File: src/sv/can_tx_buffer_scheduler_defines.svh
// ----------------------------------------------------------------------------
// CAN transmit buffer scheduler - assertion macros
// Clocked assertions on clk, disabled while rst_n is low.
// ----------------------------------------------------------------------------
`ifndef CAN_TX_BUFFER_SCHEDULER_DEFINES_SVH
`define CAN_TX_BUFFER_SCHEDULER_DEFINES_SVH

`ifndef SYNTHESIS

`define CTBS_ASSERT(lbl, prop) \
  lbl: assert property (@(posedge clk) disable iff (!rst_n) (prop)) \
    else $error("ctbs assertion failed");

`define CTBS_ASSERT_IMP(lbl, ante, cons) \
  lbl: assert property (@(posedge clk) disable iff (!rst_n) (ante) |-> (cons)) \
    else $error("ctbs implication failed");

`define CTBS_ASSERT_NXT(lbl, ante, cons) \
  lbl: assert property (@(posedge clk) disable iff (!rst_n) (ante) |=> (cons)) \
    else $error("ctbs next-cycle check failed");

`else

`define CTBS_ASSERT(lbl, prop)
`define CTBS_ASSERT_IMP(lbl, ante, cons)
`define CTBS_ASSERT_NXT(lbl, ante, cons)

`endif

`endif

File: src/sv/ctbs_pkg.sv
// ----------------------------------------------------------------------------
// CAN transmit buffer scheduler - package
// Event codes, flag positions, counter levels and the queued item type.
// ----------------------------------------------------------------------------
package ctbs_pkg;

  typedef enum logic [1:0] {
    OP_SEND       = 2'd0,
    OP_TX_DONE    = 2'd1,
    OP_SYNC_CLEAR = 2'd2,
    OP_ERR_UPDATE = 2'd3
  } opcode_t;

  localparam int FLAG_TX_WARN     = 0;
  localparam int FLAG_TX_PASSIVE  = 1;
  localparam int FLAG_BUS_OFF     = 2;
  localparam int FLAG_TX_OVERFLOW = 3;
  localparam int FLAG_PDO_LATE    = 4;
  localparam int FLAG_RX_WARN     = 5;
  localparam int FLAG_RX_PASSIVE  = 6;
  localparam int FLAG_RX_OVERFLOW = 7;

  localparam logic [8:0] BUS_OFF_LEVEL = 9'd256;
  localparam logic [8:0] PASSIVE_LEVEL = 9'd128;
  localparam logic [8:0] WARN_LEVEL    = 9'd96;

  localparam int QUEUE_DEPTH = 2;
  localparam int SNAP_W      = 18;

  typedef struct packed {
    logic bus_off;
    logic tx_passive;
    logic tx_warn;
    logic rx_passive;
    logic rx_warn;
  } err_level_t;

  typedef struct packed {
    opcode_t             op;
    logic [4:0]          buf_idx;
    logic                in_range;
    logic                mbox_free;
    logic [SNAP_W-1:0]   snap;
    err_level_t          lvl;
  } ev_item_t;

  function automatic logic [3:0] popcount8(input logic [7:0] v);
    logic [3:0] n;
    n = 4'd0;
    for (int i = 0; i < 8; i++) begin
      n = n + {3'd0, v[i]};
    end
    return n;
  endfunction

endpackage

File: src/sv/ctbs_channels.sv
// ----------------------------------------------------------------------------
// CAN transmit buffer scheduler - channel interfaces
// Valid/ready channels for events, results and the sync mask register.
// ----------------------------------------------------------------------------
interface ctbs_in_if;
  logic       valid;
  logic       ready;
  logic [1:0] opcode;
  logic [4:0] buffer_index;
  logic       mailbox_free;
  logic [8:0] tx_error_count;
  logic [7:0] rx_error_count;
  logic       rx_overrun;

  modport source (output valid, opcode, buffer_index, mailbox_free, tx_error_count,
                  rx_error_count, rx_overrun, input ready);
  modport sink (input valid, opcode, buffer_index, mailbox_free, tx_error_count,
                rx_error_count, rx_overrun, output ready);
endinterface

interface ctbs_out_if;
  logic       valid;
  logic       ready;
  logic       transmit_valid;
  logic [4:0] transmit_index;
  logic       cancel_request;
  logic       send_refused;
  logic [7:0] error_flags;
  logic [5:0] pending_count;

  modport source (output valid, transmit_valid, transmit_index, cancel_request,
                  send_refused, error_flags, pending_count, input ready);
  modport sink (input valid, transmit_valid, transmit_index, cancel_request,
                send_refused, error_flags, pending_count, output ready);
endinterface

interface ctbs_cfg_if;
  logic        valid;
  logic        ready;
  logic [31:0] sync_buffer_mask;

  modport source (output valid, sync_buffer_mask, input ready);
  modport sink (input valid, sync_buffer_mask, output ready);
endinterface

File: src/sv/ctbs_front.sv
// ----------------------------------------------------------------------------
// CAN transmit buffer scheduler - front end
// Accepts events, range checks the buffer and classifies error counters.
// ----------------------------------------------------------------------------
module ctbs_front
  import ctbs_pkg::*;
#(
  parameter int BUFFER_COUNT = 32
) (
  ctbs_in_if.sink  in_ch,
  input  logic     q_ready,
  output logic     q_push,
  output ev_item_t q_item
);

  logic [8:0] txc;
  logic [7:0] rxc;

  assign txc = in_ch.tx_error_count;
  assign rxc = in_ch.rx_error_count;

  assign in_ch.ready = q_ready;
  assign q_push      = in_ch.valid && q_ready;

  always_comb begin
    q_item.op             = opcode_t'(in_ch.opcode);
    q_item.buf_idx        = in_ch.buffer_index;
    q_item.in_range       = ({1'b0, in_ch.buffer_index} < 6'(BUFFER_COUNT));
    q_item.mbox_free      = in_ch.mailbox_free;
    q_item.snap           = {txc, rxc, in_ch.rx_overrun};
    q_item.lvl.bus_off    = (txc >= BUS_OFF_LEVEL);
    q_item.lvl.tx_passive = (txc >= PASSIVE_LEVEL);
    q_item.lvl.tx_warn    = (txc >= WARN_LEVEL);
    q_item.lvl.rx_passive = ({1'b0, rxc} >= PASSIVE_LEVEL);
    q_item.lvl.rx_warn    = ({1'b0, rxc} >= WARN_LEVEL);
  end

endmodule

File: src/sv/ctbs_queue.sv
// ----------------------------------------------------------------------------
// CAN transmit buffer scheduler - event queue
// Short FIFO of classified events between front and back ends.
// ----------------------------------------------------------------------------
`include "can_tx_buffer_scheduler_defines.svh"

module ctbs_queue
  import ctbs_pkg::*;
(
  input  logic     clk,
  input  logic     rst_n,
  input  logic     push,
  input  ev_item_t push_item,
  output logic     push_ready,
  input  logic     pop,
  output logic     pop_valid,
  output ev_item_t pop_item
);

  localparam int PTR_W = $clog2(QUEUE_DEPTH);
  localparam int CNT_W = $clog2(QUEUE_DEPTH + 1);

  ev_item_t         mem_r [QUEUE_DEPTH];
  logic [PTR_W-1:0] wr_ptr_r, wr_ptr_nxt;
  logic [PTR_W-1:0] rd_ptr_r, rd_ptr_nxt;
  logic [CNT_W-1:0] cnt_r, cnt_nxt;

  assign push_ready = (cnt_r != CNT_W'(QUEUE_DEPTH));
  assign pop_valid  = (cnt_r != '0);
  assign pop_item   = mem_r[rd_ptr_r];

  always_comb begin
    wr_ptr_nxt = wr_ptr_r;
    rd_ptr_nxt = rd_ptr_r;
    cnt_nxt    = cnt_r;
    if (push) begin
      wr_ptr_nxt = (wr_ptr_r == PTR_W'(QUEUE_DEPTH - 1)) ? '0 : wr_ptr_r + 1'b1;
    end
    if (pop) begin
      rd_ptr_nxt = (rd_ptr_r == PTR_W'(QUEUE_DEPTH - 1)) ? '0 : rd_ptr_r + 1'b1;
    end
    if (push && !pop) begin
      cnt_nxt = cnt_r + 1'b1;
    end else if (pop && !push) begin
      cnt_nxt = cnt_r - 1'b1;
    end
  end

  always_ff @(posedge clk) begin
    if (!rst_n) begin
      wr_ptr_r <= '0;
      rd_ptr_r <= '0;
      cnt_r    <= '0;
    end else begin
      wr_ptr_r <= wr_ptr_nxt;
      rd_ptr_r <= rd_ptr_nxt;
      cnt_r    <= cnt_nxt;
    end
  end

  always_ff @(posedge clk) begin
    if (push) begin
      mem_r[wr_ptr_r] <= push_item;
    end
  end

  `CTBS_ASSERT(a_q_no_overfill, !(push && !push_ready))
  `CTBS_ASSERT(a_q_no_underflow, !(pop && !pop_valid))
  `CTBS_ASSERT_IMP(a_q_ptr_gap, cnt_r == '0, wr_ptr_r == rd_ptr_r)

endmodule

File: src/sv/ctbs_back.sv
// ----------------------------------------------------------------------------
// CAN transmit buffer scheduler - back end
// Executes events against the pending mask and flags, drives the result item.
// ----------------------------------------------------------------------------
`include "can_tx_buffer_scheduler_defines.svh"

module ctbs_back
  import ctbs_pkg::*;
#(
  parameter int BUFFER_COUNT = 32
) (
  input  logic                    clk,
  input  logic                    rst_n,
  input  logic [BUFFER_COUNT-1:0] sync_mask,
  input  logic                    q_valid,
  input  ev_item_t                q_item,
  output logic                    q_pop,
  ctbs_out_if.source              out_ch
);

  localparam int CNT_W = $clog2(BUFFER_COUNT + 1);
  localparam int PAD_W = ((BUFFER_COUNT + 7) / 8) * 8;

  typedef enum logic [1:0] {
    BK_IDLE  = 2'b01,
    BK_COUNT = 2'b10
  } bk_state_t;

  bk_state_t               state_r, state_nxt;
  logic [BUFFER_COUNT-1:0] pend_r, pend_nxt;
  logic                    boot_r, boot_nxt;
  logic                    sif_r, sif_nxt;
  logic [7:0]              flags_r, flags_nxt;
  logic [SNAP_W-1:0]       last_r, last_nxt;
  logic [CNT_W-1:0]        cnt_r, cnt_nxt;
  logic [CNT_W-1:0]        acc_r, acc_nxt;
  logic [PAD_W-1:0]        sh_r, sh_nxt;
  logic                    cancel_r, cancel_nxt;

  logic                    ov_r, ov_nxt;
  logic                    tv_r, tv_nxt;
  logic [4:0]              ti_r, ti_nxt;
  logic                    cx_r, cx_nxt;
  logic                    rf_r, rf_nxt;
  logic [7:0]              ef_r, ef_nxt;
  logic [5:0]              pc_r, pc_nxt;

  logic                    slot_free;
  logic                    last_chunk;
  logic [BUFFER_COUNT-1:0] req_oh;
  logic [BUFFER_COUNT-1:0] low_oh;
  logic [4:0]              low_idx;

  assign slot_free  = !ov_r || out_ch.ready;
  assign last_chunk = ((sh_r >> 8) == '0);
  assign low_oh     = pend_r & (~pend_r + 1'b1);

  always_comb begin
    for (int i = 0; i < BUFFER_COUNT; i++) begin
      req_oh[i] = (q_item.buf_idx == 5'(i));
    end
    low_idx = '0;
    for (int i = BUFFER_COUNT - 1; i >= 0; i--) begin
      if (pend_r[i]) begin
        low_idx = 5'(i);
      end
    end
  end

  always_comb begin
    logic       hit;
    logic       late;
    logic       emit;
    logic [7:0] s;
    state_nxt  = state_r;
    pend_nxt   = pend_r;
    boot_nxt   = boot_r;
    sif_nxt    = sif_r;
    flags_nxt  = flags_r;
    last_nxt   = last_r;
    cnt_nxt    = cnt_r;
    acc_nxt    = acc_r;
    sh_nxt     = sh_r;
    cancel_nxt = cancel_r;
    tv_nxt     = 1'b0;
    ti_nxt     = '0;
    cx_nxt     = 1'b0;
    rf_nxt     = 1'b0;
    q_pop      = 1'b0;
    emit       = 1'b0;
    hit        = 1'b0;
    late       = 1'b0;
    s          = flags_r;
    unique case (state_r)
      BK_IDLE: begin
        if (q_valid && slot_free) begin
          q_pop = 1'b1;
          unique case (q_item.op)
            OP_SEND: begin
              emit = 1'b1;
              if (q_item.in_range) begin
                hit    = |(pend_r & req_oh);
                rf_nxt = hit;
                if (hit && !boot_r) begin
                  flags_nxt[FLAG_TX_OVERFLOW] = 1'b1;
                end
                if (pend_r == '0 && q_item.mbox_free) begin
                  tv_nxt  = 1'b1;
                  ti_nxt  = q_item.buf_idx;
                  sif_nxt = |(sync_mask & req_oh);
                end else begin
                  pend_nxt = pend_r | req_oh;
                  if (!hit) begin
                    cnt_nxt = cnt_r + 1'b1;
                  end
                end
              end
            end
            OP_TX_DONE: begin
              emit     = 1'b1;
              boot_nxt = 1'b0;
              sif_nxt  = 1'b0;
              if (pend_r != '0) begin
                pend_nxt = pend_r & ~low_oh;
                cnt_nxt  = cnt_r - 1'b1;
                tv_nxt   = 1'b1;
                ti_nxt   = low_idx;
                sif_nxt  = |(sync_mask & low_oh);
              end
            end
            OP_SYNC_CLEAR: begin
              cancel_nxt = sif_r;
              late       = sif_r;
              sif_nxt    = 1'b0;
              if ((pend_r & sync_mask) != '0) begin
                pend_nxt = pend_r & ~sync_mask;
                late     = 1'b1;
              end
              if (late) begin
                flags_nxt[FLAG_PDO_LATE] = 1'b1;
              end
              sh_nxt    = PAD_W'(pend_nxt);
              acc_nxt   = '0;
              state_nxt = BK_COUNT;
            end
            OP_ERR_UPDATE: begin
              emit = 1'b1;
              if (q_item.snap != last_r) begin
                last_nxt = q_item.snap;
                if (q_item.lvl.bus_off) begin
                  s[FLAG_BUS_OFF] = 1'b1;
                end else begin
                  s[FLAG_BUS_OFF]    = 1'b0;
                  s[FLAG_RX_WARN]    = q_item.lvl.rx_warn;
                  s[FLAG_RX_PASSIVE] = q_item.lvl.rx_passive;
                  s[FLAG_TX_WARN]    = q_item.lvl.tx_warn;
                  s[FLAG_TX_PASSIVE] = q_item.lvl.tx_passive;
                  if (!q_item.lvl.tx_passive) begin
                    s[FLAG_TX_OVERFLOW] = 1'b0;
                  end
                end
                if (q_item.snap[0]) begin
                  s[FLAG_RX_OVERFLOW] = 1'b1;
                end
                flags_nxt = s;
              end
            end
            default: begin
              emit = 1'b0;
            end
          endcase
        end
      end
      BK_COUNT: begin
        if (!last_chunk || slot_free) begin
          acc_nxt = acc_r + CNT_W'(popcount8(sh_r[7:0]));
          sh_nxt  = sh_r >> 8;
          if (last_chunk) begin
            emit      = 1'b1;
            cx_nxt    = cancel_r;
            cnt_nxt   = acc_nxt;
            state_nxt = BK_IDLE;
          end
        end
      end
      default: begin
        state_nxt = BK_IDLE;
      end
    endcase

    ef_nxt = flags_nxt;
    pc_nxt = 6'(cnt_nxt);
    if (emit) begin
      ov_nxt = 1'b1;
    end else if (out_ch.ready) begin
      ov_nxt = 1'b0;
    end else begin
      ov_nxt = ov_r;
    end
    if (!emit) begin
      tv_nxt = tv_r;
      ti_nxt = ti_r;
      cx_nxt = cx_r;
      rf_nxt = rf_r;
      ef_nxt = ef_r;
      pc_nxt = pc_r;
    end
  end

  always_ff @(posedge clk) begin
    if (!rst_n) begin
      state_r <= BK_IDLE;
      pend_r  <= '0;
      boot_r  <= 1'b1;
      sif_r   <= 1'b0;
      flags_r <= '0;
      last_r  <= '0;
      cnt_r   <= '0;
      ov_r    <= 1'b0;
    end else begin
      state_r <= state_nxt;
      pend_r  <= pend_nxt;
      boot_r  <= boot_nxt;
      sif_r   <= sif_nxt;
      flags_r <= flags_nxt;
      last_r  <= last_nxt;
      cnt_r   <= cnt_nxt;
      ov_r    <= ov_nxt;
    end
  end

  always_ff @(posedge clk) begin
    acc_r    <= acc_nxt;
    sh_r     <= sh_nxt;
    cancel_r <= cancel_nxt;
    tv_r     <= tv_nxt;
    ti_r     <= ti_nxt;
    cx_r     <= cx_nxt;
    rf_r     <= rf_nxt;
    ef_r     <= ef_nxt;
    pc_r     <= pc_nxt;
  end

  assign out_ch.valid          = ov_r;
  assign out_ch.transmit_valid = tv_r;
  assign out_ch.transmit_index = ti_r;
  assign out_ch.cancel_request = cx_r;
  assign out_ch.send_refused   = rf_r;
  assign out_ch.error_flags    = ef_r;
  assign out_ch.pending_count  = pc_r;

  `CTBS_ASSERT_IMP(a_cnt_tracks_mask, state_r == BK_IDLE,
                   CNT_W'($countones(pend_r)) == cnt_r)
  `CTBS_ASSERT(a_no_pop_while_counting, !(state_r == BK_COUNT && q_pop))
  `CTBS_ASSERT_NXT(a_boot_ends, q_pop && q_item.op == OP_TX_DONE, !boot_r)
  `CTBS_ASSERT_NXT(a_late_sticky, flags_r[FLAG_PDO_LATE], flags_r[FLAG_PDO_LATE])

endmodule

File: src/sv/can_tx_buffer_scheduler.sv
// ----------------------------------------------------------------------------
// CAN transmit buffer scheduler - top level
// Pending mask scheduler for CAN transmit buffers with error state tracking.
//
//   channel  dir  handshake          payload
//   in_ch    in   valid/ready        opcode, buffer, mailbox, error counters
//   out_ch   out  valid/ready        transmit, cancel, refused, flags, count
//   cfg_ch   in   valid/ready (=1)   sync_buffer_mask
//
// Send, transmit-done and error-update items are executed in the idle state.
// Sync-clear enters a count state: the pending count is rebuilt from the mask eight
// bits per cycle, up to the highest nonzero byte; the last byte waits for a free output slot.
// A two-item queue lets the front accept while the back end or output stalls.
// Reset is synchronous; no clearing pass is needed.
// ----------------------------------------------------------------------------
module can_tx_buffer_scheduler
  import ctbs_pkg::*;
#(
  parameter int BUFFER_COUNT = 32
) (
  input  logic       clk,
  input  logic       rst_n,
  ctbs_in_if.sink    in_ch,
  ctbs_out_if.source out_ch,
  ctbs_cfg_if.sink   cfg_ch
);

  logic [BUFFER_COUNT-1:0] sync_r;
  logic                    q_push;
  logic                    q_ready;
  logic                    q_pop;
  logic                    q_valid;
  ev_item_t                push_item;
  ev_item_t                pop_item;

  assign cfg_ch.ready = 1'b1;

  always_ff @(posedge clk) begin
    if (!rst_n) begin
      sync_r <= '0;
    end else if (cfg_ch.valid) begin
      sync_r <= cfg_ch.sync_buffer_mask[BUFFER_COUNT-1:0];
    end
  end

  ctbs_front #(
    .BUFFER_COUNT(BUFFER_COUNT)
  ) u_front (
    .in_ch  (in_ch),
    .q_ready(q_ready),
    .q_push (q_push),
    .q_item (push_item)
  );

  ctbs_queue u_queue (
    .clk       (clk),
    .rst_n     (rst_n),
    .push      (q_push),
    .push_item (push_item),
    .push_ready(q_ready),
    .pop       (q_pop),
    .pop_valid (q_valid),
    .pop_item  (pop_item)
  );

  ctbs_back #(
    .BUFFER_COUNT(BUFFER_COUNT)
  ) u_back (
    .clk      (clk),
    .rst_n    (rst_n),
    .sync_mask(sync_r),
    .q_valid  (q_valid),
    .q_item   (pop_item),
    .q_pop    (q_pop),
    .out_ch   (out_ch)
  );

endmodule

File: src/flat_wrapper.sv
// flat-port wrapper written by rule: the top's interface ports become plain ports
module can_tx_buffer_scheduler_flat import ctbs_pkg::*;
#(
  parameter int BUFFER_COUNT = 32
)
  (clk, rst_n, in_ch_valid, in_ch_opcode, in_ch_buffer_index, in_ch_mailbox_free, in_ch_tx_error_count, in_ch_rx_error_count, in_ch_rx_overrun, in_ch_ready, out_ch_valid, out_ch_transmit_valid, out_ch_transmit_index, out_ch_cancel_request, out_ch_send_refused, out_ch_error_flags, out_ch_pending_count, out_ch_ready, cfg_ch_valid, cfg_ch_sync_buffer_mask, cfg_ch_ready);
  ctbs_in_if in_ch_i ();
  ctbs_out_if out_ch_i ();
  ctbs_cfg_if cfg_ch_i ();
  input  logic clk;
  input  logic rst_n;
  input wire logic [$bits(in_ch_i.valid)-1:0] in_ch_valid;
  input wire logic [$bits(in_ch_i.opcode)-1:0] in_ch_opcode;
  input wire logic [$bits(in_ch_i.buffer_index)-1:0] in_ch_buffer_index;
  input wire logic [$bits(in_ch_i.mailbox_free)-1:0] in_ch_mailbox_free;
  input wire logic [$bits(in_ch_i.tx_error_count)-1:0] in_ch_tx_error_count;
  input wire logic [$bits(in_ch_i.rx_error_count)-1:0] in_ch_rx_error_count;
  input wire logic [$bits(in_ch_i.rx_overrun)-1:0] in_ch_rx_overrun;
  output wire logic [$bits(in_ch_i.ready)-1:0] in_ch_ready;
  output wire logic [$bits(out_ch_i.valid)-1:0] out_ch_valid;
  output wire logic [$bits(out_ch_i.transmit_valid)-1:0] out_ch_transmit_valid;
  output wire logic [$bits(out_ch_i.transmit_index)-1:0] out_ch_transmit_index;
  output wire logic [$bits(out_ch_i.cancel_request)-1:0] out_ch_cancel_request;
  output wire logic [$bits(out_ch_i.send_refused)-1:0] out_ch_send_refused;
  output wire logic [$bits(out_ch_i.error_flags)-1:0] out_ch_error_flags;
  output wire logic [$bits(out_ch_i.pending_count)-1:0] out_ch_pending_count;
  input wire logic [$bits(out_ch_i.ready)-1:0] out_ch_ready;
  input wire logic [$bits(cfg_ch_i.valid)-1:0] cfg_ch_valid;
  input wire logic [$bits(cfg_ch_i.sync_buffer_mask)-1:0] cfg_ch_sync_buffer_mask;
  output wire logic [$bits(cfg_ch_i.ready)-1:0] cfg_ch_ready;
  assign in_ch_i.valid = in_ch_valid;
  assign in_ch_i.opcode = in_ch_opcode;
  assign in_ch_i.buffer_index = in_ch_buffer_index;
  assign in_ch_i.mailbox_free = in_ch_mailbox_free;
  assign in_ch_i.tx_error_count = in_ch_tx_error_count;
  assign in_ch_i.rx_error_count = in_ch_rx_error_count;
  assign in_ch_i.rx_overrun = in_ch_rx_overrun;
  assign in_ch_ready = in_ch_i.ready;
  assign out_ch_valid = out_ch_i.valid;
  assign out_ch_transmit_valid = out_ch_i.transmit_valid;
  assign out_ch_transmit_index = out_ch_i.transmit_index;
  assign out_ch_cancel_request = out_ch_i.cancel_request;
  assign out_ch_send_refused = out_ch_i.send_refused;
  assign out_ch_error_flags = out_ch_i.error_flags;
  assign out_ch_pending_count = out_ch_i.pending_count;
  assign out_ch_i.ready = out_ch_ready;
  assign cfg_ch_i.valid = cfg_ch_valid;
  assign cfg_ch_i.sync_buffer_mask = cfg_ch_sync_buffer_mask;
  assign cfg_ch_ready = cfg_ch_i.ready;
  can_tx_buffer_scheduler #(.BUFFER_COUNT(BUFFER_COUNT)) u_core (.clk(clk), .rst_n(rst_n), .in_ch(in_ch_i), .out_ch(out_ch_i), .cfg_ch(cfg_ch_i));
endmodule
File: config.mk
export PLATFORM = sky130hd
export DESIGN_NAME = can_tx_buffer_scheduler_flat
export DESIGN_NICKNAME = d
export VERILOG_FILES = /design/src/sv/ctbs_pkg.sv /design/src/sv/ctbs_channels.sv /design/src/sv/ctbs_front.sv /design/src/sv/ctbs_queue.sv /design/src/sv/ctbs_back.sv /design/src/sv/can_tx_buffer_scheduler.sv /design/src/flat_wrapper.sv
export VERILOG_INCLUDE_DIRS = /design/src /design/src/sv
export SDC_FILE = /design/constraint.sdc
export NUM_CORES = 1
export LEC_CHECK = 0
export BUFFER_PORTS_ARGS = -buffer_cell sky130_fd_sc_hd__buf_2
export CAP_MARGIN = 20
export CORE_ASPECT_RATIO = 0.6
export CORE_UTILIZATION = 26
export DETAILED_ROUTE_END_ITERATION = 10
export PLACE_DENSITY = 0.4
export SLEW_MARGIN = 20
export SYNTH_ARGS = -nofsm -noshare
export SYNTH_HDL_FRONTEND = slang
export SYNTH_HIERARCHICAL = 1
export SYNTH_SLANG_ARGS = --single-unit
File: constraint.sdc
create_clock -name clk -period 5.3 [get_ports clk]
set_input_delay 0 -clock clk [delete_from_list [all_inputs] [get_ports clk]]
set_output_delay 0 -clock clk [all_outputs]
set_load 0.01 [all_outputs]
# == After elaboration in Yosys (flattened, before gate mapping) ==
# Memories as Yosys holds them, arrays and structs flattened. A register that Yosys moved wholly into a read port is not among the register bits.
# Index checks and enable logic that the tools add are counted.
# classes
addsub,15
magnitude_cmp,5
n_eq_ne,46
mux,108
n_bitwise,11
n_reduce_logical,38
# ops
cell,count
$and A32 B32 Y32,7
$mux W32,7
$mux W5,35
$not A32 Y32,3
$pmux W32 S3,1
$reduce_or A32 Y1,3
$eq A5 B5 Y1 const B,16
$logic_not A32 Y1,2
$pmux W32 S2,1
$reduce_bool A32 Y1,2
$mux W6,10
$eq A5 B4 Y1 const B,8
$pmux W6 S2,3
$add A32 B1 Y32 const B,1
$or A32 B32 Y32,1
$mux W1,31
$mux W8,3
$eq A5 B3 Y1 const B,4
$ne A18 B18 Y1,1
$add A4 B1 Y4,4
$mux W2,8
$reduce_and A4 Y1,4
$ne A2 B2 Y1 const B,7
$eq A5 B2 Y1 const B,2
35 further kinds,59
# totals
ff_bits,166
ram_bits,62
output_inout_bits,25
elab_cells,245
n_memories,1
# memory_table
memory,depth,width,read_ports,rd_ports_with_merged_regs,write_ports,line,text
u_core.u_queue.mem_r,2,31,1,1,1,ctbs_queue.sv:23,ev_item_t mem_r [QUEUE_DEPTH];

# == Longest topological paths before layout ==
# Gate-level depths: netlist of run 1.
# depth
word_depth,34
depth_mapped,14
ltp_nobuf,14

# == Modules after synthesis ==
# The synthesis of run 1 kept the hierarchy.
# modules_own_cells
mod,instances,cells_per_inst,area_each_um2,seq_area_each_um2
ctbs_back,1,1019,8503.2,3213.1
ctbs_queue,1,122,2528.7,2021.9
can_tx_buffer_scheduler,1,105,1255.0,640.6
ctbs_front,1,35,250.2,0.0

# == Worst setup path before layout of run 1 ==
# No wires, ideal clock.
# synth_timing
path_type,register -> register
start,register u_core.u_back.state_r[0]
end,"register u_core.u_back.acc_r[0], enable pin"
t_arrival_ns,4.048
required_time_ns,4.810
setup_slack_ns,0.762
stages_incl_launch_ff,7
n_path_buf,2
synth_period_minus_slack_ns,4.538
path_cell_list,dfxtp_1 -> inv_1 -> ha_1 -> clkbuf_1 -> clkinv_1 -> clkbuf_1 -> o31ai_1
# synth_between
elab_chain_cells,3
# synth_rtl
item,line,text
from (decl),ctbs_back.sv:29,"bk_state_t state_r, state_nxt;"
from (signal assigned),ctbs_back.sv:221,state_r <= state_nxt;
$eq A2 B1 Y1 / $eq A2 B2 Y1 (equally long branches),ctbs_back.sv:94,unique case (state_r)
"$ne A2 B1 Y1 (no source line), or another cell as far along",--,
$reduce_and A4 Y1 (no source line) *,--,
to (signal assigned),ctbs_back.sv:233,acc_r <= acc_nxt;
to (decl),ctbs_back.sv:36,"logic [CNT_W-1:0] acc_r, acc_nxt;"
# Every way passes the cells marked *; elsewhere a longest branch is shown, timed or not.
# A chain may end at the register's enable or synchronous reset.

# == Worst setup path after layout of run 1 ==
# layout_timing
start,register u_core.u_back.acc_r[0]
end,register u_core.u_back.pc_r[1] (netlist: u_core/u_back/out_ch.pending_count[1]) (data pin)
# layout_between
elab_chain_cells,4
# layout_rtl
item,line,text
$add A6 B4 Y6,ctbs_back.sv:176,acc_nxt = acc_r + CNT_W'(popcount8(sh_r[7:0]));
$mux W6,ctbs_back.sv:178,if (last_chunk) begin
$mux W6,ctbs_back.sv:175,if (!last_chunk || slot_free) begin
$pmux W6 S2,ctbs_back.sv:94,
net u_core.u_back.cnt_nxt[1],ctbs_back.sv:35,"logic [CNT_W-1:0] cnt_r, cnt_nxt;"
to (signal assigned),ctbs_back.sv:241,pc_r <= pc_nxt;
to (decl),ctbs_back.sv:46,"logic [5:0] pc_r, pc_nxt;"
# The timed path passes the listed nets, and every way through them passes these cells.

==> run summary, run 1 <==
top-level port count: 88
hold path cells: 2
WP data arrival: 4370 ps
Hold Vio Cnt, Final: 0
Max rail drop VDD: 0.000192 V
Slew Limit Fails: 0
CTS-repair resized insts: 0
met1 WL: 23.5 mm
reg2reg path depth: 11
startpoint types: register
first-pass GRT wire length: 67.9 mm
H-tree depth: 1
reported max-cap violation count: 0
CP Class: reg -> reg
largest net degree at the start of global routing: 53
Port Buffer Count: 86
Area growth syn-to-layout: 18.0%
share of cells above drive strength 1: 13.0%
Tot GR Track Use: 18.8%
highest metal used: met4
Async SR Flop Fraction: 0%
worst-path fanout max: 2
CTS sink cnt: 231
die width: 285 µm
final worst path period share: 77.0%
Via Count: 10500
core area: 46900 µm²
synth top area cells: edfxtp_1, dfxtp_1, mux2i_1
HP Class: in -> reg
Setup TNS: 0 ps
Post-Route WL: 46.6 mm
max incr delay on CP: 560 ps
highest-count cells in the layout ignoring fill and taps: edfxtp_1, nand2_1, dfxtp_1, nor2_1, buf_2
initial antenna violation count: 1
CP dominant cell by count: fa_1
min cycle time layout: 4080 ps
Power Density: 425 nW/µm²
Clock Skews: 13.5 ps
TritonRoute pass-1 iters: 5
required time of the worst setup path: 5600 ps
slew margin rel.: 29.2%
final antenna-violating net count: 0
Fmax: 245 MHz
Layout Nets: 1438
row count: 61
status: complete, no violations
Seq/Total Area, Yosys: 46.9%
Synth warnings: 6
crit end category: register
synth unique cells: 83
Final GP Congestion: 0.948
Syn Nets: 1365
register-to-register setup slack: 1220 ps
DR WL met3: 5.89 mm
hold path startpoint: in_ch_tx_error_count[3]
most common cell after layout, fill and taps aside: edfxtp_1
Die Height: 172 µm
Post-Synthesis Cells: 1281
CTS tree: yes
critical-path cell list: fa_1 -> inv_1 -> fa_1 -> fa_1 -> fa_1 -> fa_1 -> nor2_1 -> nand2_1 -> o21ai_0 -> a221o_1 -> or3_1
WHS Endpoint: u_core/u_queue/mem_r[0][17]
worst-margin pin slew: 1060 ps
post-DP HPWL: 34.0 mm
clk_lat worst skew: 560 ps
slowest stage cell, crit path: fa_1
RSZ-0062 raised after global routing: no
antenna diode count: 0
Root Driver: clkbuf_16
Die Area: 49100 µm²
Top FF cell, synth: edfxtp_1
vias in the first global route: 9846
Synth area leader: edfxtp_1
WL met2: 16.6 mm
Synth top area share: 29.9%
Synth Area per Inst: 9.79 µm²
initial detailed-routing violation count: 1337
starting density of the core: 26.7%
Final setup viols: 0
total CTS buffers: 25
Post-synth EDFFs: 125
Residual DRC: 0
GR Overflow Total: 0
Reg-to-Reg Start: u_core/u_back/acc_r[0]
Max Buffers Root-to-Sink: 3
DR WL/cell: 23.3 µm
Pleak: 5.38 nW
Crit Reg-Reg Endpoint: u_core/u_back/out_ch.pending_count[1]
Avg Vias per Cell: 5.26
clock transition at the registers of the reported paths: 60 ps
number of synthesized register bits: 231
Cell Area, Synth: 12500 µm²
Power Total: 6.29 mW
## through the flow
stage / cells / util (%) / instance area, µm² / setup slack (ps) / hold slack [ps]
6_report: 2003 / 31.5 / 14800 / 1220 / 165
5_1_grt: 2003 / 31.5 / 14800 / 963 / 145
4_1_cts: 2003 / 31.5 / 14800 / 1200 / 144
3_5_place_dp: 1896 / 28.3 / 13300 / 1230 / 192
3_3_place_gp: 1896 / 28.3 / 13300 / 1260 / 190
2_1_floorplan: 1281 / - / 12500 / 762 / 118
## area by class of cell
| class | count | area, µm² |
|---|---|---|
| clock buffer | 38 | 704 |
| clock inverter | 8 | 183 |
| fill | 4889 | 32100 |
| inverter | 41 | 154 |
| multi-input combinational | 881 | 5850 |
| sequential | 231 | 5880 |
| tap | 630 | 788 |
| timing repair buffer | 174 | 1240 |
## flip-flops by register name (all words and copies together) (netlist names), 2 cells and up, named ones only
register,cells
u_core/sync_r,32
u_core/u_back/acc_r,6
u_core/u_back/cnt_r,6
u_core/u_back/flags_r,8
u_core/u_back/last_r,18
u_core/u_back/out_ch.error_flags,8
u_core/u_back/out_ch.pending_count,6
u_core/u_back/out_ch.transmit_index,5
u_core/u_back/pend_r,32
u_core/u_back/sh_r,32
u_core/u_back/state_r,2
u_core/u_queue/cnt_r,2
u_core/u_queue/mem_r,64
## power by group
| part | internal (mW) | total, mW | leakage (nW) | switching, mW |
|---|---|---|---|---|
| clock network | 1.17 | 1.92 | 0.426 | 0.755 |
| logic | 0.679 | 2.02 | 2.92 | 1.34 |
| registers | 2.18 | 2.34 | 2.03 | 0.162 |
## worst max-delay path: cells and delay by family (launching register included)
family,cells,cell delay (ps)
compound gates,2,420
fa+ha+maj,5,2460
flops,1,400
simple gates,3,500
buf+inv,1,50
## layer usage
metal / global-route usage (%) / vias to the layer above
met3: 8.06 / 50
li1: - / 4809
met4: 3.21 / 0
met2: 23.2 / 528
met5: 0 / -
met1: 29.0 / 5141
## synth_stat cells (all sizes together) (9+ instances only)
| cell type | count |
|---|---|
| mux2i | 63 |
| nor4 | 23 |
| dfxtp | 106 |
| edfxtp | 125 |
| a22oi | 11 |
| a21oi | 63 |
| o22ai | 9 |
| nand2 | 121 |
| nor2 | 89 |
| clkbuf | 76 |
| nand3 | 33 |
| buf | 52 |
| or4 | 9 |
| xor2 | 21 |
| o21ai | 69 |
| o311ai | 23 |
| and2 | 23 |
| nor3 | 19 |
| or3 | 15 |
| ha | 16 |
| mux2 | 42 |
| a211oi | 12 |
| inv | 39 |
| nand4 | 12 |
| nor2b | 45 |
| a31oi | 12 |
| o31ai | 12 |
## cell families (layout without fill, tap and decap cells)
logic type	count (synthesis)	after routing	synth area share [%]
compound gates	290	290	15.6
xor+xnor	26	26	1.82
fa+ha+maj	21	21	2.40
buf+inv	169	261	6.70
flops	231	231	46.9
mux	105	105	8.80
other cells	2	2	0.0599
simple gates	437	437	17.8
## how the worst max path moves through the flow
stage / from / slack, ps / to / cells past startpoint
floorplan: u_core/u_back/state_r[0] / 760 / u_core/u_back/acc_r[0] / 6
global placement: u_core/u_back/acc_r[0] / 1260 / u_core/u_back/out_ch.pending_count[1] / 11
detailed placement: u_core/u_back/acc_r[0] / 1230 / u_core/u_back/out_ch.pending_count[1] / 11
CTS: u_core/u_back/acc_r[0] / 1200 / u_core/u_back/out_ch.pending_count[1] / 11
global route: register / 960 / u_core/u_back/pend_r[10] / 11
finish: u_core/u_back/acc_r[0] / 1220 / u_core/u_back/out_ch.pending_count[1] / 11
## timing repair
| action | in CTS | in global routing |
|---|---|---|
| hold buffers | 61 | 0 |
| endpoints found under the hold margin | 97 | 0 |
| buffers inserted | 0 | 0 |
Power figures use the tool's default switching activity.
==> run 2: changes to the inputs <==
--- a/config.mk
+++ b/config.mk
@@ -6,12 +6,13 @@
 export SDC_FILE = /design/constraint.sdc
 export NUM_CORES = 1
 export LEC_CHECK = 0
+export ABC_AREA = 1
 export BUFFER_PORTS_ARGS = -buffer_cell sky130_fd_sc_hd__buf_2
 export CAP_MARGIN = 20
 export CORE_ASPECT_RATIO = 0.6
 export CORE_UTILIZATION = 26
 export DETAILED_ROUTE_END_ITERATION = 10
-export PLACE_DENSITY = 0.4
+export PLACE_DENSITY = 0.41
 export SLEW_MARGIN = 20
 export SYNTH_ARGS = -nofsm -noshare
 export SYNTH_HDL_FRONTEND = slang
==> constraint.sdc (replaced) <==
create_clock -name clk -period 3.7 [get_ports clk]
set_input_delay 0 -clock clk [delete_from_list [all_inputs] [get_ports clk]]
set_output_delay 0 -clock clk [all_outputs]
set_load 0.01 [all_outputs]
==> run summary, run 2 <==
status: complete, no violations
share of cells above drive strength 1: 14.9% (+1.9 points)
Tot GR Track Use: 17.6% (-1.2 points)
Synth Area per Inst: 8.36 µm² (-15%)
top cells by count, synth: nand2_1, nor2_1, inv_1, edfxtp_1, dfxtp_1
Hold Vio Cnt, Final: 0 (unchanged)
initial detailed-routing violation count: 1174 (-12%)
core area: 47900 µm² (+2.0%)
synth unique cells: 60 (-28%)
Sequential Area: 5880 µm² (unchanged)
HP Class: in -> reg
Port Buffer Count: 86 (unchanged)
highest-count cells in the layout ignoring fill and taps: nand2_1, inv_1, nor2_1, edfxtp_1, dfxtp_1
Die Height: 173 µm (+0.36%)
highest metal used: met4
Max Buffers Root-to-Sink: 3 (unchanged)
Syn Nets: 1595 (+17%)
die width: 287 µm (+0.37%)
worst-path fanout max: 2 (unchanged)
required time of the worst setup path: 3960 ps (-1640 ps)
number of flip-flops under the largest register name: 64 (unchanged)
Async SR Flop Fraction: 0% (unchanged)
Synth warnings: 6 (unchanged)
TritonRoute pass-1 iters: 5 (unchanged)
Slew Limit Fails: 0 (unchanged)
final worst path period share: 99.3% (+22 points)
Avg Vias per Cell: 4.80 (-8.7%)
slew margin rel.: 31.6% (+2.4 points)
synth top area cells: edfxtp_1, dfxtp_1, nand2_1
Final setup viols: 0 (unchanged)
Final WS setup: 27.4 ps (-1190 ps)
vias in the first global route: 10100 (+2.7%)
clk_lat worst skew: 560 ps (about the same)
NetSw: 5.88 mW (+160%)
Post-Route WL: 44.0 mm (-5.6%)
WP data arrival: 3930 ps (-440 ps)
Residual DRC: 0 (unchanged)
largest register by flop count: u_core/u_queue/mem_r
Setup TNS: 0 ps (unchanged)
top-level port count: 88 (unchanged)
CTS tree: yes
Final GP Congestion: 0.926 (-2.2%)
DR WL/cell: 19.1 µm (-18%)
starting density of the core: 26.4% (-0.32 points)
reported max-cap violation count: 0 (unchanged)
placed insts: 2192 (+16%)
Post-Place Setup Slack: -94.2 ps (-1320 ps)
H-tree depth: 1 (unchanged)
largest net degree at the start of global routing: 65 (+23%)
final antenna-violating net count: 0 (unchanged)
Non-Filler Instances: 2307 (+15%)
initial antenna violation count: 3 (+2)
# fillers: 5071 (+3.7%)
Synth top area share: 29.7% (-0.22 points)
most common cell after layout, fill and taps aside: nand2_1
GR Overflow Total: 0 (unchanged)
Post-Synthesis Cells: 1511 (+18%)
Cell Area, Synth: 12600 µm² (+0.74%)
total CTS buffers: 26 (+4.0%)
Die Area: 49500 µm² (+0.73%)
Pleak: 6.32 nW (+18%)
number of synthesized register bits: 231 (unchanged)
met1 WL: 24.4 mm (+4.1%)
Top FF cell, synth: edfxtp_1
Seq/Total Area, Yosys: 46.5% (-0.34 points)
CTS sink cnt: 231 (unchanged)
Synth area leader: edfxtp_1
Post-CTS Setup Inserts: 0 (unchanged)
Clock Skews: 29.6 ps (+16.1 ps)
min cycle time layout: 3670 ps (-407 ps)
Root Driver: clkbuf_16
Post-synth EDFFs: 125 (unchanged)
crit end category: register
Power Density: 882 nW/µm² (+110%)
WL met2: 15.1 mm (-9.0%)
Area growth syn-to-layout: 21.4%
multi-input combinational cell area: 5460 µm² (-6.6%)
DR WL met3: 3.77 mm (-36%)
startpoint types: register
sequential power share: 30.4% (-6.9 points)
Via Count: 11100 (+5.1%)
row count: 62 (+1.6%)
Int Pwr: 7.64 mW (+90%)
post-DP HPWL: 33.2 mm (-2.5%)
Comb pwr share: 48.2% (+16 points)
worst-margin pin slew: 1020 ps (-36.5 ps)
CP Class: reg -> reg
sw frac: 43.5% (+7.5 points)
Layout Nets: 1730 (+20%)
first-pass GRT wire length: 65.9 mm (-3.0%)
final core area utilization: 32.0% (+0.51 points)
top-count cell post-synth: nand2_1
Fmax: 272 MHz (+11%)
Max rail drop VDD: 0.000330 V (+72%)
Clock Power Share: 21.4% (-9.1 points)
clock transition at the registers of the reported paths: 70 ps (about the same)
RSZ-0062 raised after global routing: yes
run 2: cell count changes in the layout (fill, tap and decap cells not counted), sizes merged, moves of 17 or more:
| cell | previous run | this run |
|---|---|---|
| inv | 40 | 205 |
| nand2 | 121 | 282 |
| nor2 | 89 | 208 |
| mux2i | 63 | 0 |
| nor2b | 45 | 0 |
| nand3 | 33 | 72 |
| nor3 | 19 | 43 |
| o311ai | 23 | 5 |
| a21oi | 63 | 46 |
| and2 | 23 | 6 |
run 2: path summary, 6_finish.rpt:
check,start,end,slack [ps],cells after the start
setup / recovery,u_core/u_back/acc_r[0],u_core/u_back/out_ch.pending_count[4],30,13
setup reg to reg,u_core/u_back/acc_r[0],u_core/u_back/out_ch.pending_count[4],30,13
hold reg to reg,u_core/u_back/flags_r[4],u_core/u_back/flags_r[4],460,2
hold / removal,cfg_ch_valid,u_core/sync_r[18],120,4
run 2: kinds of logic (layout without fill, tap and decap cells):
kind of cell / count (synthesis) / count (layout) / synth area share, %
other: 2 / 3 / 0.0595
and+or+nand+nor: 648 / 648 / 22.1
buffers and inverters: 297 / 452 / 10.7
muxes: 32 / 32 / 3.74
DFF: 231 / 231 / 46.5
AOI/OAI and AO/OA: 264 / 264 / 13.4
adders and majority gates: 21 / 21 / 2.38
xor gates and xnor gates: 16 / 16 / 1.11
run 2: power by group through the flow:
| stage | combinational [mW] | clock (mW) | sequential [mW] |
|---|---|---|---|
| floorplan | 4.07 | 0 | 4.05 |
| global placement | 6.23 | 0 | 4.16 |
| detailed placement | 6.19 | 0 | 4.16 |
| CTS | 6.31 | 2.99 | 4.11 |
| global route | 7.14 | 3.10 | 4.19 |
| finish | 6.52 | 2.90 | 4.11 |
run 2: repair_timing:
| item | 4_1_cts | 5_1_grt |
|---|---|---|
| hold buffers | 66 | 0 |
| gates resized for setup | 4 | 7 |
| pin swaps | 0 | 1 |
| endpoints found under the setup margin | 4 | 9 |
| endpoints found under the hold margin | 99 | 0 |
run 2: per-layer routing:
layer	vias to the layer above	track usage, %
met5	-	0
li1	5349	-
met2	440	20.8
met4	0	3.07
met3	50	4.31
met1	5226	30.2
run 2: critical path, stage by stage (launching register included):
cell and delay [ps]:
edfxtp_1 390, fa_1 550, inv_1 50, fa_1 490, fa_1 430, fa_2 370
fa_2 370, nor2_2 130, a211oi_2 50, or2_4 230, nand3_2 70, a22oi_2 50
nor2_1 100, a22oi_1 90
run 2: layout make-up:
type,count,area share [%]
Tap cell,640,5.22
Timing Repair Buffer,195,9.41
Inverter,209,5.14
Sequential cell,231,38.3
Clock buffer,35,5.14
Antenna cell,1,0.0163
Multi-Input combinational cell,983,35.6
Clock inverter,13,1.13
run 2: stage by stage:
stage	hold slack (ps)	instance area, µm²	total power, mW
floorplan	120	12600	8.12
finish	120	15300	13.5
global placement	190	13700	10.4
detailed placement	193	13700	10.3
CTS	107	15300	13.4
global route	156	15300	14.4
==> run 3: changes to the inputs <==
--- a/config.mk
+++ b/config.mk
@@ -16,5 +16,4 @@
 export SLEW_MARGIN = 20
 export SYNTH_ARGS = -nofsm -noshare
 export SYNTH_HDL_FRONTEND = slang
-export SYNTH_HIERARCHICAL = 1
 export SYNTH_SLANG_ARGS = --single-unit
==> run summary, run 3 <==
Layout Nets: 1676 (-3.1%)
RSZ-0062 raised after global routing: yes
reg2reg path depth: 13 (unchanged)
Synth Area per Inst: 8.24 µm² (-1.4%)
Slew Limit Fails: 0 (unchanged)
Residual DRC: 0 (unchanged)
Via Count: 10600 (-4.2%)
failing checks: setup timing
Root Driver: clkbuf_16
Syn Nets: 1504 (-5.7%)
min cycle time layout: 3740 ps (+66.6 ps)
fin area: 14500 µm² (-5.5%)
Max rail drop VDD: 0.000317 V (-4.0%)
CP Class: reg -> reg
top-level port count: 88 (unchanged)
HP Class: in -> reg
Area growth syn-to-layout: 23.9%
Cell Area, Synth: 11700 µm² (-7.4%)
reported max-cap violation count: 0 (unchanged)
crit end category: register
Post-CTS Setup Inserts: 0 (unchanged)
largest net degree at the start of global routing: 53 (-18%)
clock transition at the registers of the reported paths: 60 ps (about the same)
Final setup viols: 1 (+1)
slew margin rel.: 31.2% (-0.42 points)
most common cell after layout, fill and taps aside: nand2_1
Seq/Total Area, Yosys: 49.7% (+3.2 points)
Die Area: 45900 µm² (-7.3%)
final worst path period share: 101% (+1.8 points)
busiest grt layer: met1
total CTS buffers: 25 (-3.8%)
worst-path fanout max: 2 (unchanged)
final antenna-violating net count: 0 (unchanged)
Synth warnings: 0 (-6)
Port Buffer Count: 86 (unchanged)
vias in the first global route: 9936 (-1.8%)
Avg Vias per Cell: 4.84 (+0.95%)
initial detailed-routing violation count: 1068 (-9.0%)
synth top area cells: edfxtp_1, dfxtp_1, nand2_1
initial antenna violation count: 0 (-3)
status: finished with violations
H-tree depth: 1 (unchanged)
share of cells above drive strength 1: 13.8% (-1.2 points)
die width: 276 µm (-3.7%)
Post-synth EDFFs: 123 (-1.6%)
top-count cell post-synth: nand2_1
top cells by count, synth: nand2_1, inv_1, nor2_1, edfxtp_1, o21ai_0
Hold Vio Cnt, Final: 0 (unchanged)
TritonRoute pass-1 iters: 5 (unchanged)
starting density of the core: 26.7% (+0.30 points)
CTS sink cnt: 229 (-0.87%)
Post-Route WL: 41.5 mm (-5.7%)
clk_lat worst skew: 550 ps (about the same)
CTS tree: yes
Pleak: 5.64 nW (-11%)
Final WS setup: -39.2 ps (-66.6 ps)
Async SR Flop Fraction: 0% (unchanged)
required time of the worst setup path: 3990 ps (+30 ps)
Tot GR Track Use: 18.0% (+0.39 points)
WP data arrival: 4030 ps (+100 ps)
Area after DPL: 13000 µm² (-4.8%)
DR WL/cell: 19.0 µm (-0.60%)
Fmax: 267 MHz (-1.8%)
number of flip-flops under the largest register name: 62 (-3.1%)
crit path from: u_core.u_back.sh_r[0]
met1 usage: 29.5% (-0.64 points)
row count: 59 (-4.8%)
Reg-to-Reg Start: u_core.u_back.sh_r[0]
grt met2 use: 22.9% (+2.1 points)
synth unique cells: 55 (-8.3%)
Post-Synthesis Cells: 1420 (-6.0%)
GR Overflow Total: 0 (unchanged)
Max Buffers Root-to-Sink: 3 (unchanged)
Setup TNS: -39.2 ps (-39.2 ps)
worst-margin pin slew: 1030 ps (+6.22 ps)
Die Height: 166 µm (-3.7%)
Top FF cell, synth: edfxtp_1
Synth area leader: edfxtp_1
Synth top area share: 31.6% (+1.8 points)
Final GP Congestion: 0.930 (+0.35%)
antenna diode count: 0 (-1)
# fillers: 4730 (-6.7%)
startpoint types: register
Clock Skews: 12.2 ps (-17.4 ps)
core area: 43800 µm² (-8.4%)
post-DP HPWL: 31.4 mm (-5.3%)
Power Density: 844 nW/µm² (-4.4%)
first-pass GRT wire length: 62.3 mm (-5.3%)
largest register by flop count: u_core.u_queue.mem_r
number of synthesized register bits: 229 (-0.87%)
hold path startpoint: rst_n
met3 Usage GRT: 4.61% (+0.30 points)
hold path cells: 3 (-1)
highest-count cells in the layout ignoring fill and taps: nand2_1, inv_1, nor2_1, edfxtp_1, o21ai_0
## run 3: logic make-up (layout without fill, tap and decap cells)
kind of cell / after synthesis / in the layout / share of synthesized area (%)
AND/OR/NAND/NOR: 548 / 548 / 19.5
flip-flops: 229 / 229 / 49.7
multiplexers: 14 / 14 / 1.22
AO/OA/AOI/OAI: 351 / 351 / 17.9
adder cells (fa/ha/maj): 21 / 21 / 2.57
buffers and inverters: 243 / 433 / 8.19
XOR/XNOR: 13 / 13 / 0.973
other: 1 / 1 / 0.0320
## run 3: path summary, 6_finish.rpt
check	slack [ps]	to
worst max-delay path	-40	u_core.u_back.out_ch.pending_count[4]
worst min-delay path	60	u_core.u_back.boot_r
worst max register to register	-40	u_core.u_back.out_ch.pending_count[4]
worst min register to register	460	u_core.u_back.cancel_r
## run 3: stage by stage
step | hold slack [ps] | setup WS [ps] | util [%] | total power, mW | instances
after floorplan | 98.9 | 1.84 | - | 7.43 | 1420
after detailed placement | 193 | -191 | 29.7 | 9.69 | 2074
after global placement | 189 | -178 | 29.7 | 9.73 | 2074
after global routing | 86.1 | -210 | 33.1 | 13.1 | 2189
after CTS | 50.0 | -108 | 33.0 | 12.2 | 2188
final | 59.9 | -39.2 | 33.1 | 12.2 | 2189
## run 3: area by class of cell
cell class	count	area, µm²	area share, %
Sequential cell	229	5820	40.1
Multi-Input combinational cell	948	4990	34.4
Timing Repair Buffer	201	1500	10.4
Tap cell	579	724	5.00
Inverter	187	702	4.84
Clock buffer	31	658	4.54
Clock inverter	14	96.3	0.665
## run 3: per-layer routing
layer | wire (µm) | vias up
li1 | - | 5165
met2 | 15500 | 356
met5 | 0 | -
met1 | 22000 | 5042
met3 | 3430 | 36
met4 | 574 | 0
## run 3: report_power, final
part | total, mW | internal [mW] | switching [mW] | leakage, nW
combinational | 6.01 | 1.98 | 4.03 | 3.24
clock | 2.40 | 1.33 | 1.07 | 0.365
sequential | 3.82 | 3.44 | 0.379 | 2.03
total | 12.2 | 6.75 | 5.48 | 5.64
## run 3: worst max-delay path: stages (launching register included)
cell	delay, ps
edfxtp_1	390
fa_1	540
inv_1	50
fa_1	490
fa_1	440
fa_2	380
fa_2	380
o21ai_2	130
xor2_1	210
nor2_1	60
a211oi_1	220
nand2_1	90
o21ai_2	80
inv_1	50
## run 3: timing repair
item / 4_1_cts / 5_1_grt
endpoints found under the setup margin: 6 / 6
hold buffers: 69 / 0
pin swaps: 8 / 1
hold endpoints to repair: 96 / 0
resized for setup: 2 / 2
